===== src/rtl/core/tvca_pkg.sv =====
// shared constants, microcode types and datapath control types for the tidal volume average
package tvca_pkg;

    // breaths held in the running average
    localparam int AVG_DEPTH = 5;

    localparam int VOL_W  = 15;
    localparam int ACC_W  = $clog2(AVG_DEPTH * 32767 + 1);
    localparam int CNT_W  = $clog2(AVG_DEPTH + 1);
    localparam int IDX_W  = (AVG_DEPTH > 1) ? $clog2(AVG_DEPTH) : 1;
    localparam int COEF_W = 10;

    // raw volume: flow sum / 60, saturated
    localparam int RAW_X_W     = 21;
    localparam int RAW_K       = 27;
    localparam int RAW_SAT_LIM = 32768 * 60;
    localparam int RECIP60     = ((1 << RAW_K) + 59) / 60;
    localparam int VOL_MAX     = 32767;
    localparam int VOL_FLOOR   = 10;
    localparam int MODE_OFFSET = 5;

    // tubing correction: coef * dp / 100, clamped
    localparam int DIFF_W    = 17;
    localparam int CORR_X_W  = 14;
    localparam int CORR_K    = 21;
    localparam int CORR_W    = 7;
    localparam int CORR_MAX  = 100;
    localparam int CORR_SAT  = (CORR_MAX + 1) * 100;
    localparam int RECIP100C = ((1 << CORR_K) + 99) / 100;

    // minute volume: v * rate / 100, saturated
    localparam int MV_X_W    = 23;
    localparam int MV_K      = 30;
    localparam int MV_W      = 16;
    localparam int MV_MAX    = 65535;
    localparam int MV_SAT    = (MV_MAX + 1) * 100;
    localparam int RECIP100M = ((1 << MV_K) + 99) / 100;

    // restart limit: 5 + 15 * prev / 100, taken as 3 * prev / 20
    localparam int LIM_K    = 22;
    localparam int LIM_W    = 13;
    localparam int LIM_BASE = 5;
    localparam int RECIP20  = ((1 << LIM_K) + 19) / 20;

    // average: sum / count by reciprocal, count up to 16
    localparam int AVG_K = ACC_W + 4;

    localparam int MA_W   = (ACC_W > MV_X_W) ? ACC_W : MV_X_W;
    localparam int MB_W   = (AVG_K + 1 > 24) ? AVG_K + 1 : 24;
    localparam int PROD_W = MA_W + MB_W;

    localparam logic [MB_W-1:0] AVG_RECIP [17] = '{
        MB_W'(0),
        MB_W'(((1 << AVG_K) +  0) /  1),
        MB_W'(((1 << AVG_K) +  1) /  2),
        MB_W'(((1 << AVG_K) +  2) /  3),
        MB_W'(((1 << AVG_K) +  3) /  4),
        MB_W'(((1 << AVG_K) +  4) /  5),
        MB_W'(((1 << AVG_K) +  5) /  6),
        MB_W'(((1 << AVG_K) +  6) /  7),
        MB_W'(((1 << AVG_K) +  7) /  8),
        MB_W'(((1 << AVG_K) +  8) /  9),
        MB_W'(((1 << AVG_K) +  9) / 10),
        MB_W'(((1 << AVG_K) + 10) / 11),
        MB_W'(((1 << AVG_K) + 11) / 12),
        MB_W'(((1 << AVG_K) + 12) / 13),
        MB_W'(((1 << AVG_K) + 13) / 14),
        MB_W'(((1 << AVG_K) + 14) / 15),
        MB_W'(((1 << AVG_K) + 15) / 16)
    };

    localparam int PC_W     = 4;
    localparam int PROG_LEN = 12;

    // coefficient bank order matches {pediatric, double_branch}
    typedef enum logic [1:0] {
        CFG_ADULT_SINGLE,
        CFG_ADULT_DOUBLE,
        CFG_PEDIA_SINGLE,
        CFG_PEDIA_DOUBLE
    } t_cfg_idx;

    typedef logic [3:0][COEF_W-1:0] t_coef_bank;

    typedef enum logic [3:0] {
        OP_LOAD,
        OP_RAW_MUL,
        OP_RAW_TAKE,
        OP_CORR_MUL,
        OP_CORR_TAKE,
        OP_RING,
        OP_MV_MUL,
        OP_MV_TAKE,
        OP_LIM_TAKE,
        OP_ACC,
        OP_AVG_MUL,
        OP_FINISH
    } t_op;

    typedef enum logic [1:0] {
        C_NEXT,
        C_NO_INPUT,
        C_MORE,
        C_OUT_BUSY
    } t_cond;

    typedef struct packed {
        t_op              op;
        t_cond            cond;
        logic [PC_W-1:0]  target;
    } t_uword;

    typedef struct packed {
        t_op  op;
        logic load;
    } t_ctrl;

    typedef struct packed {
        logic more;
        logic out_busy;
    } t_stat;

endpackage


===== src/rtl/core/tvca_seq.sv =====
// microcode sequencer: step counter, control store and conditional jumps
module tvca_seq (
    input  logic              i_clk,
    input  logic              i_rst_n,
    input  logic              i_in_valid,
    output logic              o_in_stall,
    input  tvca_pkg::t_stat   i_stat,
    output tvca_pkg::t_ctrl   o_ctrl
);

    localparam logic [tvca_pkg::PC_W-1:0] S_WAIT      = tvca_pkg::PC_W'(0);
    localparam logic [tvca_pkg::PC_W-1:0] S_RAW_MUL   = tvca_pkg::PC_W'(1);
    localparam logic [tvca_pkg::PC_W-1:0] S_RAW_TAKE  = tvca_pkg::PC_W'(2);
    localparam logic [tvca_pkg::PC_W-1:0] S_CORR_MUL  = tvca_pkg::PC_W'(3);
    localparam logic [tvca_pkg::PC_W-1:0] S_CORR_TAKE = tvca_pkg::PC_W'(4);
    localparam logic [tvca_pkg::PC_W-1:0] S_RING      = tvca_pkg::PC_W'(5);
    localparam logic [tvca_pkg::PC_W-1:0] S_MV_MUL    = tvca_pkg::PC_W'(6);
    localparam logic [tvca_pkg::PC_W-1:0] S_MV_TAKE   = tvca_pkg::PC_W'(7);
    localparam logic [tvca_pkg::PC_W-1:0] S_LIM_TAKE  = tvca_pkg::PC_W'(8);
    localparam logic [tvca_pkg::PC_W-1:0] S_ACC       = tvca_pkg::PC_W'(9);
    localparam logic [tvca_pkg::PC_W-1:0] S_AVG_MUL   = tvca_pkg::PC_W'(10);
    localparam logic [tvca_pkg::PC_W-1:0] S_FINISH    = tvca_pkg::PC_W'(11);
    localparam logic [tvca_pkg::PC_W-1:0] S_LAST      = tvca_pkg::PC_W'(tvca_pkg::PROG_LEN - 1);

    function automatic tvca_pkg::t_uword rom(input logic [tvca_pkg::PC_W-1:0] addr);
        tvca_pkg::t_uword w;
        case (addr)
            S_WAIT:      w = '{op: tvca_pkg::OP_LOAD, cond: tvca_pkg::C_NO_INPUT,
                               target: S_WAIT};
            S_RAW_MUL:   w = '{op: tvca_pkg::OP_RAW_MUL, cond: tvca_pkg::C_NEXT,
                               target: S_WAIT};
            S_RAW_TAKE:  w = '{op: tvca_pkg::OP_RAW_TAKE, cond: tvca_pkg::C_NEXT,
                               target: S_WAIT};
            S_CORR_MUL:  w = '{op: tvca_pkg::OP_CORR_MUL, cond: tvca_pkg::C_NEXT,
                               target: S_WAIT};
            S_CORR_TAKE: w = '{op: tvca_pkg::OP_CORR_TAKE, cond: tvca_pkg::C_NEXT,
                               target: S_WAIT};
            S_RING:      w = '{op: tvca_pkg::OP_RING, cond: tvca_pkg::C_NEXT,
                               target: S_WAIT};
            S_MV_MUL:    w = '{op: tvca_pkg::OP_MV_MUL, cond: tvca_pkg::C_NEXT,
                               target: S_WAIT};
            S_MV_TAKE:   w = '{op: tvca_pkg::OP_MV_TAKE, cond: tvca_pkg::C_NEXT,
                               target: S_WAIT};
            S_LIM_TAKE:  w = '{op: tvca_pkg::OP_LIM_TAKE, cond: tvca_pkg::C_NEXT,
                               target: S_WAIT};
            S_ACC:       w = '{op: tvca_pkg::OP_ACC, cond: tvca_pkg::C_MORE,
                               target: S_ACC};
            S_AVG_MUL:   w = '{op: tvca_pkg::OP_AVG_MUL, cond: tvca_pkg::C_NEXT,
                               target: S_WAIT};
            S_FINISH:    w = '{op: tvca_pkg::OP_FINISH, cond: tvca_pkg::C_OUT_BUSY,
                               target: S_FINISH};
            default:     w = '{op: tvca_pkg::OP_LOAD, cond: tvca_pkg::C_NEXT,
                               target: S_WAIT};
        endcase
        return w;
    endfunction

    logic [tvca_pkg::PC_W-1:0] r_pc;
    logic [tvca_pkg::PC_W-1:0] n_pc;
    tvca_pkg::t_uword          uw;
    logic                      take;

    always_comb begin
        uw = rom(r_pc);
        case (uw.cond)
            tvca_pkg::C_NEXT:     take = 1'b0;
            tvca_pkg::C_NO_INPUT: take = !i_in_valid;
            tvca_pkg::C_MORE:     take = i_stat.more;
            tvca_pkg::C_OUT_BUSY: take = i_stat.out_busy;
            default:              take = 1'b0;
        endcase
        if (take) begin
            n_pc = uw.target;
        end else if (r_pc == S_LAST) begin
            n_pc = S_WAIT;
        end else begin
            n_pc = r_pc + 1'b1;
        end
    end

    always_ff @(posedge i_clk) begin
        if (!i_rst_n) begin
            r_pc <= S_WAIT;
        end else begin
            r_pc <= n_pc;
        end
    end

    assign o_in_stall  = (r_pc != S_WAIT);
    assign o_ctrl.op   = uw.op;
    assign o_ctrl.load = (r_pc == S_WAIT) && i_in_valid;

endmodule


===== src/rtl/core/tvca_dp.sv =====
// datapath: breath registers, shared multiplier, volume ring, running state and result register
module tvca_dp (
    input  logic                          i_clk,
    input  logic                          i_rst_n,
    input  tvca_pkg::t_ctrl               i_ctrl,
    output tvca_pkg::t_stat               o_stat,
    input  tvca_pkg::t_coef_bank          i_coef,
    input  logic signed [31:0]            i_exhaled_flow_sum,
    input  logic                          i_exhaled_flow_seen,
    input  logic [14:0]                   i_peak_pressure,
    input  logic signed [15:0]            i_end_pressure,
    input  logic                          i_pediatric,
    input  logic                          i_double_branch,
    input  logic                          i_volume_or_cpap,
    input  logic [15:0]                   i_breath_rate,
    input  logic                          i_out_stall,
    output logic                          o_out_valid,
    output logic [14:0]                   o_volume_average,
    output logic [15:0]                   o_minute_volume,
    output logic                          o_flow_used
);

    localparam int VW = tvca_pkg::VOL_W;

    // breath captured at transfer
    logic signed [31:0] r_flow_sum;
    logic               r_seen;
    logic [14:0]        r_pip;
    logic signed [15:0] r_pep;
    logic               r_ped;
    logic               r_dbl;
    logic               r_volcpap;
    logic [15:0]        r_rate;

    logic [tvca_pkg::PROD_W-1:0] r_prod;
    logic                        r_flag;
    logic [VW-1:0]               r_vol;
    logic [tvca_pkg::MV_W-1:0]   r_mv;
    logic [tvca_pkg::LIM_W-1:0]  r_limit;
    logic [tvca_pkg::ACC_W-1:0]  r_acc;
    logic [tvca_pkg::IDX_W-1:0]  r_ptr;
    logic [VW-1:0]               r_ring [tvca_pkg::AVG_DEPTH];

    logic [VW-1:0]               r_prev;
    logic [tvca_pkg::IDX_W-1:0]  r_idx;
    logic [tvca_pkg::CNT_W-1:0]  r_count;

    logic                        r_out_valid;
    logic [14:0]                 r_out_avg;
    logic [15:0]                 r_out_mv;
    logic                        r_out_used;

    logic                              flow_valid;
    logic                              raw_sat;
    logic signed [tvca_pkg::DIFF_W:0]  p_diff;
    logic [tvca_pkg::DIFF_W-1:0]       pos_diff;
    logic [tvca_pkg::COEF_W-1:0]       coef;
    logic [tvca_pkg::CORR_W-1:0]       corr;
    logic signed [VW+1:0]              vol_adj;
    logic [VW-1:0]                     vol_final;
    logic [VW-1:0]                     avg_q;
    logic [VW-1:0]                     vol_gap;
    logic                              restart;
    logic [VW-1:0]                     ring_rd;
    logic [tvca_pkg::CNT_W-1:0]        ptr_next;
    logic                              out_busy;
    logic [VW+1:0]                     prev3;
    logic [tvca_pkg::MA_W-1:0]         mul_a;
    logic [tvca_pkg::MB_W-1:0]         mul_b;
    logic                              mul_en;
    logic [tvca_pkg::PROD_W-1:0]       prod;

    assign flow_valid = r_seen && !r_flow_sum[31] && (|r_flow_sum[30:0]);
    assign raw_sat    = !r_flow_sum[31] && (r_flow_sum[30:0] >= 31'(tvca_pkg::RAW_SAT_LIM));

    assign p_diff   = $signed({3'b000, r_pip}) - $signed({{2{r_pep[15]}}, r_pep});
    // a falling pressure gives no correction
    assign pos_diff = (!p_diff[tvca_pkg::DIFF_W] && (p_diff != '0))
                      ? p_diff[tvca_pkg::DIFF_W-1:0] : '0;
    assign coef     = i_coef[{r_ped, r_dbl}];

    assign corr    = r_flag ? tvca_pkg::CORR_W'(tvca_pkg::CORR_MAX)
                            : r_prod[tvca_pkg::CORR_K +: tvca_pkg::CORR_W];
    assign vol_adj = $signed({2'b00, r_vol})
                   - $signed((VW+2)'(corr))
                   - (r_volcpap ? $signed((VW+2)'(0))
                                : $signed((VW+2)'(tvca_pkg::MODE_OFFSET)));
    assign vol_final = !flow_valid ? '0
                     : (vol_adj <= $signed((VW+2)'(tvca_pkg::VOL_FLOOR)))
                       ? VW'(tvca_pkg::VOL_FLOOR) : vol_adj[VW-1:0];

    assign avg_q   = r_prod[tvca_pkg::AVG_K +: VW];
    assign vol_gap = (r_vol >= r_prev) ? (r_vol - r_prev) : (r_prev - r_vol);
    assign restart = vol_gap > VW'(r_limit);

    assign ring_rd  = r_ring[r_ptr];
    assign ptr_next = tvca_pkg::CNT_W'(r_ptr) + tvca_pkg::CNT_W'(1);
    assign out_busy = r_out_valid && i_out_stall;
    assign prev3    = {2'b00, r_prev} + {1'b0, r_prev, 1'b0};

    assign o_stat.more     = ptr_next < r_count;
    assign o_stat.out_busy = out_busy;

    // one shared multiplier, product always registered before use
    always_comb begin
        mul_en = 1'b1;
        case (i_ctrl.op)
            tvca_pkg::OP_RAW_MUL: begin
                mul_a = tvca_pkg::MA_W'(r_flow_sum[tvca_pkg::RAW_X_W-1:0]);
                mul_b = tvca_pkg::MB_W'(tvca_pkg::RECIP60);
            end
            tvca_pkg::OP_RAW_TAKE: begin
                mul_a = tvca_pkg::MA_W'(pos_diff);
                mul_b = tvca_pkg::MB_W'(coef);
            end
            tvca_pkg::OP_CORR_MUL: begin
                mul_a = tvca_pkg::MA_W'(r_prod[tvca_pkg::CORR_X_W-1:0]);
                mul_b = tvca_pkg::MB_W'(tvca_pkg::RECIP100C);
            end
            tvca_pkg::OP_RING: begin
                mul_a = tvca_pkg::MA_W'(r_vol);
                mul_b = tvca_pkg::MB_W'(r_rate);
            end
            tvca_pkg::OP_MV_MUL: begin
                mul_a = tvca_pkg::MA_W'(r_prod[tvca_pkg::MV_X_W-1:0]);
                mul_b = tvca_pkg::MB_W'(tvca_pkg::RECIP100M);
            end
            tvca_pkg::OP_MV_TAKE: begin
                mul_a = tvca_pkg::MA_W'(prev3);
                mul_b = tvca_pkg::MB_W'(tvca_pkg::RECIP20);
            end
            tvca_pkg::OP_AVG_MUL: begin
                mul_a = tvca_pkg::MA_W'(r_acc);
                mul_b = tvca_pkg::AVG_RECIP[5'(r_count)];
            end
            default: begin
                mul_en = 1'b0;
                mul_a  = '0;
                mul_b  = '0;
            end
        endcase
    end

    assign prod = mul_a * mul_b;

    always_ff @(posedge i_clk) begin
        if (i_ctrl.load) begin
            r_flow_sum <= i_exhaled_flow_sum;
            r_seen     <= i_exhaled_flow_seen;
            r_pip      <= i_peak_pressure;
            r_pep      <= i_end_pressure;
            r_ped      <= i_pediatric;
            r_dbl      <= i_double_branch;
            r_volcpap  <= i_volume_or_cpap;
            r_rate     <= i_breath_rate;
        end
        if (mul_en) begin
            r_prod <= prod;
        end
        case (i_ctrl.op)
            tvca_pkg::OP_RAW_TAKE: begin
                r_vol <= raw_sat ? VW'(tvca_pkg::VOL_MAX) : r_prod[tvca_pkg::RAW_K +: VW];
            end
            tvca_pkg::OP_CORR_MUL: begin
                r_flag <= r_prod >= tvca_pkg::PROD_W'(tvca_pkg::CORR_SAT);
            end
            tvca_pkg::OP_CORR_TAKE: begin
                r_vol <= vol_final;
            end
            tvca_pkg::OP_RING: begin
                r_ring[r_idx] <= r_vol;
                r_acc         <= '0;
                r_ptr         <= '0;
            end
            tvca_pkg::OP_MV_MUL: begin
                r_flag <= r_prod >= tvca_pkg::PROD_W'(tvca_pkg::MV_SAT);
            end
            tvca_pkg::OP_MV_TAKE: begin
                r_mv <= r_flag ? tvca_pkg::MV_W'(tvca_pkg::MV_MAX)
                               : r_prod[tvca_pkg::MV_K +: tvca_pkg::MV_W];
            end
            tvca_pkg::OP_LIM_TAKE: begin
                r_limit <= tvca_pkg::LIM_W'(tvca_pkg::LIM_BASE)
                         + r_prod[tvca_pkg::LIM_K +: tvca_pkg::LIM_W];
            end
            tvca_pkg::OP_ACC: begin
                r_acc <= r_acc + tvca_pkg::ACC_W'(ring_rd);
                r_ptr <= r_ptr + 1'b1;
            end
            tvca_pkg::OP_FINISH: begin
                if (!out_busy) begin
                    r_out_avg  <= restart ? r_vol : avg_q;
                    r_out_mv   <= r_mv;
                    r_out_used <= flow_valid;
                end
            end
            default: begin
            end
        endcase
    end

    // ring entries past the fill count are never summed, so a restart only clears the count and the write index
    always_ff @(posedge i_clk) begin
        if (!i_rst_n) begin
            r_prev      <= '0;
            r_idx       <= '0;
            r_count     <= '0;
            r_out_valid <= 1'b0;
        end else begin
            // a new result may replace one that leaves in the same cycle
            if (i_ctrl.op == tvca_pkg::OP_FINISH && !out_busy) begin
                r_out_valid <= 1'b1;
            end else if (r_out_valid && !i_out_stall) begin
                r_out_valid <= 1'b0;
            end
            case (i_ctrl.op)
                tvca_pkg::OP_RING: begin
                    if (r_count == '0) begin
                        r_prev <= r_vol;
                    end
                    r_idx <= (r_idx == tvca_pkg::IDX_W'(tvca_pkg::AVG_DEPTH - 1))
                             ? '0 : r_idx + 1'b1;
                    if (r_count != tvca_pkg::CNT_W'(tvca_pkg::AVG_DEPTH)) begin
                        r_count <= r_count + 1'b1;
                    end
                end
                tvca_pkg::OP_FINISH: begin
                    if (!out_busy) begin
                        r_prev <= r_vol;
                        if (restart) begin
                            r_count <= '0;
                            r_idx   <= '0;
                        end
                    end
                end
                default: begin
                end
            endcase
        end
    end

    assign o_out_valid      = r_out_valid;
    assign o_volume_average = r_out_avg;
    assign o_minute_volume  = r_out_mv;
    assign o_flow_used      = r_out_used;

endmodule


===== src/rtl/core/tidal_volume_compensated_average_core.sv =====
// top level: coefficient registers, microcode sequencer and datapath
// Takes one breath per transfer and returns one result per breath: the
// tubing-compensated exhaled volume averaged over up to five breaths, the
// minute volume and the flow-path flag. A breath runs through a twelve-step
// microprogram that shares one multiplier for every divide-by-constant and
// adds one ring entry per cycle into the average, so a breath takes longer
// the more breaths the average currently holds. The result sits in an output
// register; a stalled result holds only the final step. Coefficient writes
// are taken at any time (ready is always high); write them only while no
// breath is in flight.
module tidal_volume_compensated_average_core (
    input  logic                          i_clk,
    input  logic                          i_rst_n,
    input  logic                          i_in_valid,
    output logic                          o_in_stall,
    input  logic signed [31:0]            i_exhaled_flow_sum,
    input  logic                          i_exhaled_flow_seen,
    input  logic [14:0]                   i_peak_pressure,
    input  logic signed [15:0]            i_end_pressure,
    input  logic                          i_pediatric,
    input  logic                          i_double_branch,
    input  logic                          i_volume_or_cpap,
    input  logic [15:0]                   i_breath_rate,
    output logic                          o_out_valid,
    input  logic                          i_out_stall,
    output logic [14:0]                   o_volume_average,
    output logic [15:0]                   o_minute_volume,
    output logic                          o_flow_used,
    input  logic                          i_cfg_valid,
    output logic                          o_cfg_ready,
    input  logic [1:0]                    i_cfg_index,
    input  logic [tvca_pkg::COEF_W-1:0]   i_cfg_data
);

    tvca_pkg::t_coef_bank r_coef;
    tvca_pkg::t_ctrl      ctrl;
    tvca_pkg::t_stat      stat;

    assign o_cfg_ready = 1'b1;

    always_ff @(posedge i_clk) begin
        if (!i_rst_n) begin
            r_coef <= '0;
        end else if (i_cfg_valid && o_cfg_ready) begin
            case (tvca_pkg::t_cfg_idx'(i_cfg_index))
                tvca_pkg::CFG_ADULT_SINGLE: r_coef[tvca_pkg::CFG_ADULT_SINGLE] <= i_cfg_data;
                tvca_pkg::CFG_ADULT_DOUBLE: r_coef[tvca_pkg::CFG_ADULT_DOUBLE] <= i_cfg_data;
                tvca_pkg::CFG_PEDIA_SINGLE: r_coef[tvca_pkg::CFG_PEDIA_SINGLE] <= i_cfg_data;
                tvca_pkg::CFG_PEDIA_DOUBLE: r_coef[tvca_pkg::CFG_PEDIA_DOUBLE] <= i_cfg_data;
                default: begin
                end
            endcase
        end
    end

    tvca_seq u_seq (
        .i_clk      (i_clk),
        .i_rst_n    (i_rst_n),
        .i_in_valid (i_in_valid),
        .o_in_stall (o_in_stall),
        .i_stat     (stat),
        .o_ctrl     (ctrl)
    );

    tvca_dp u_dp (
        .i_clk               (i_clk),
        .i_rst_n             (i_rst_n),
        .i_ctrl              (ctrl),
        .o_stat              (stat),
        .i_coef              (r_coef),
        .i_exhaled_flow_sum  (i_exhaled_flow_sum),
        .i_exhaled_flow_seen (i_exhaled_flow_seen),
        .i_peak_pressure     (i_peak_pressure),
        .i_end_pressure      (i_end_pressure),
        .i_pediatric         (i_pediatric),
        .i_double_branch     (i_double_branch),
        .i_volume_or_cpap    (i_volume_or_cpap),
        .i_breath_rate       (i_breath_rate),
        .i_out_stall         (i_out_stall),
        .o_out_valid         (o_out_valid),
        .o_volume_average    (o_volume_average),
        .o_minute_volume     (o_minute_volume),
        .o_flow_used         (o_flow_used)
    );

endmodule


===== config.mk =====
export PLATFORM = sky130hd
export DESIGN_NAME = tidal_volume_compensated_average_core
export DESIGN_NICKNAME = d
export VERILOG_FILES = /design/src/rtl/core/tvca_pkg.sv /design/src/rtl/core/tvca_seq.sv /design/src/rtl/core/tvca_dp.sv /design/src/rtl/core/tidal_volume_compensated_average_core.sv
export SDC_FILE = /design/constraint.sdc
export NUM_CORES = 2
export LEC_CHECK = 0
export BUFFER_PORTS_ARGS = -buffer_cell sky130_fd_sc_hd__buf_2
export CAP_MARGIN = 20
export CORE_MARGIN = 2
export CORE_UTILIZATION = 55
export CTS_CLUSTER_SIZE = 24
export DETAILED_ROUTE_END_ITERATION = 10
export GPL_TIMING_DRIVEN = 0
export PLACE_DENSITY = 0.76
export RECOVER_POWER = 100
export SLEW_MARGIN = 10
export SYNTH_ARGS = -nofsm -noshare
export SYNTH_HDL_FRONTEND = slang
export SYNTH_SLANG_ARGS = --single-unit

===== constraint.sdc =====
create_clock -name i_clk -period 12.1 [get_ports i_clk]
set_input_delay 1.21 -clock i_clk [delete_from_list [all_inputs] [get_ports i_clk]]
set_output_delay 1.21 -clock i_clk [all_outputs]
set_load 0.005 [all_outputs]

==> impl_metrics.yaml <==
final_layout:
  antennaDiodeCount: 0
  design_area_um2: 40700
  nFillCells: 5574
  post-route-util: 0.606
  fin_nets: 4861
  synthToLayoutAreaGrowth_pct: 8.97
  drive_gt1_frac: 0.0723
  stdcell_count: 4912
synth:
  ys_seq_area_frac: 0.285
  synthDistinctLibCells: 90
  syn_area_per_cell_um2: 9.91
  yosysMostFrequentCell: "inv_1"
  synthCells: 3768
  synthTopCellsByCount: "inv_1 (710), fa_1 (465), nand2_1 (420), edfxtp_1 (303), nor2_1 (303)"
  synth_warnings: 0
  synth.top_cells.by_area: "fa_1 (25%), edfxtp_1 (24%), ha_1 (9.6%)"
  synth_area_um2: 37300
  async_flop_share: 0
  synth_edf_count: 303
  ys.flop_type: "edfxtp_1"
  yosysTopAreaCell: "fa_1"
  ys_ff_latch: 379
  synth_top_area_share: 0.249
hold_path:
  hold_path_class: "register to register"
  worstHoldStart: "u_dp.r_mv[4]"
sta:
  fmax_mhz: 87.8
  holdWs_ns: 0.419
  fin_setup_tns_ns: 0
  relSlewSlack: -1.22
  rsz0062_at_grt: "no"
  min_period_over_period: 0.942
  setup_viol: 0
  fin_crit_ns: 11.40
  hold_viol_final: 0
  skew_ns: 0.0253
  tightest_slew_ns: 3.32
  drv_slew: 148
critical_path:
  crit_path_top_delay_cell: "o31ai_1"
  cp-start-kind: "register"
  path_common_cell: "fa_1"
  max_stage_delay_ns: 0.70
  critPathMaxFanout: 10
  end_kind: "register"
  crit_required_ns: 12.55
  r2r_start: "u_dp.r_pip[0]"
  crit_type: "register to register"
  startpoint: "u_dp.r_pip[0]"
  critPathArrivalTime_ns: 11.84
placed_design:
  placed_cell_area_um2: 39500
  place_inst: 4840
  portBuffers: 133
  hpwl_um: 90100
  gp_congestion: 1.02
floorplanning:
  core_um2: 67200
  die_width_um: 265
  die_h_um: 265
  dieArea_um2: 70000
  fp-row-count: 95
  initial_utilization: 0.556
  io_pins: 135
routing:
  drtIter0Drc: 2930
  final_antenna_net_count: 0
  vias: 28700
  firstDrtPassIters: 8
  wl_um: 112000
  wl_per_cell_um: 22.7
  drc: 0
  via_per_inst: 5.84
clock_tree:
  clk_latency_ns: 0.58
  cts_root_buf: "clkbuf_16"
  numCtsBuffers: 39
  tritoncts: "built"
  cts_buffer_depth: 3
  cts-hold-fix-buffers: 0
  cts_resized: 0
  cts_setup_buffers: 0
  clkSlewWorstSetupHoldPaths_ns: 0.06
  cts_max_level: 2
  cts.sinks: 379
power_and_ir_drop:
  irDropWorstVdd_v: 0.000111
  leakage_nw: 18.0
  power.density_nw_per_um2: 111
global_routing:
  grt_pass1_wl_um: 169000
  track_usage: 0.323
  grt.overflow.total: 0
  antenna_found_initial: 3
  grt_pass1_vias: 28900
  grt_max_degree: 67
outcome:
  status: "complete, but fails checks"
  failed_checks: "max-capacitance violations, max-slew violations"
flow_run:
  drv_cap: 5
## logic make-up after synthesis
kind of cell | Yosys count | share of synthesized area
and+or+nand+nor | 1051 | 0.126
buffers and inverters | 841 | 0.0853
adders and majority gates | 752 | 0.346
AOI/OAI and AO/OA | 528 | 0.0969
DFF | 379 | 0.285
xor gates and xnor gates | 119 | 0.0279
muxes | 96 | 0.0336
other | 2 | 0.000201
## final cells by class
class,instances,area [um2],area share
Multi-Input combinational cell,2596,23700,0.582
Timing Repair Buffer,152,723,0.0178
Tap cell,873,1090,0.0269
Clock buffer,43,1010,0.0249
Inverter,713,2680,0.0658
Buffer,128,502,0.0123
Clock inverter,28,369,0.00907
Sequential cell,379,10600,0.261
## per-stage QoR
stage / power [mW] / setup slack [ns]
floorplan: 2.72 / 2.94
global placement: 3.21 / 0.699
detailed placement: 3.23 / 1.02
CTS: 4.53 / 0.978
global route: 4.76 / 0.211
finish: 4.52 / 0.704
## worst paths after layout
| path | end | slack, ns | cells after the start |
|---|---|---|---|
| worst max-delay path | u_dp.r_prod[41] | 0.70 | 39 |
| worst min-delay path | u_dp.o_minute_volume[4] | 0.42 | 0 |
| worst max register to register | u_dp.r_prod[41] | 0.70 | 39 |
| worst min register to register | u_dp.o_minute_volume[4] | 0.42 | 0 |
## cell usage in the layout (no fill, tap or decap), types with 42 or more instances in the layout
cell / synthesis / final
nand2_1: 420 / 420
edfxtp_1: 303 / 303
nor2_1: 303 / 303
inv_1: 710 / 710
and2_1: 58 / 55
mux2i_1: 42 / 42
o21ai_0: 67 / 73
dfxtp_1: 76 / 76
clkbuf_1: 93 / 151
fa_1: 465 / 465
a21oi_1: 158 / 158
buf_2: 17 / 118
nand3_1: 44 / 44
a21o_1: 64 / 64
conb_1: 2 / 50
xnor2_1: 82 / 82
nor3_1: 42 / 42
ha_1: 287 / 287
## flip-flops by register name, indices dropped and copies added (netlist names), 16 cells and up, named ones only
signal,flops
u_dp.o_minute_volume,16
r_coef,40
u_dp.r_pep,16
u_dp.r_acc,18
u_dp.r_prod,47
u_dp.r_mv,16
u_dp.r_ring,75
u_dp.r_flow_sum,32
u_dp.r_rate,16
## power by group
| group | internal, mW | total (mW) | switching [mW] |
|---|---|---|---|
| sequential | 1.54 | 1.66 | 0.116 |
| clock | 0.749 | 1.29 | 0.542 |
| combinational | 0.570 | 1.57 | 1.00 |
| total | 2.86 | 4.52 | 1.66 |
## worst max-delay path, delay by kind of cell, from the launching register on
family | cells | cell delay (ns)
adder cells (fa/ha/maj) | 10 | 4.42
AND/OR/NAND/NOR | 5 | 0.96
flip-flops | 1 | 0.36
AO/OA/AOI/OAI | 16 | 4.54
buffers and inverters | 8 | 0.98
## routing by layer
layer | track usage | part of all wire | routed length [um]
met1 | 0.427 | 0.39 | 43200
met2 | 0.504 | 0.44 | 49500
met3 | 0.0784 | 0.11 | 12300
met4 | 0.155 | 0.058 | 6430
met5 | 0 | 0 | 0
No activity file was read; power rests on OpenSTA's default activity.
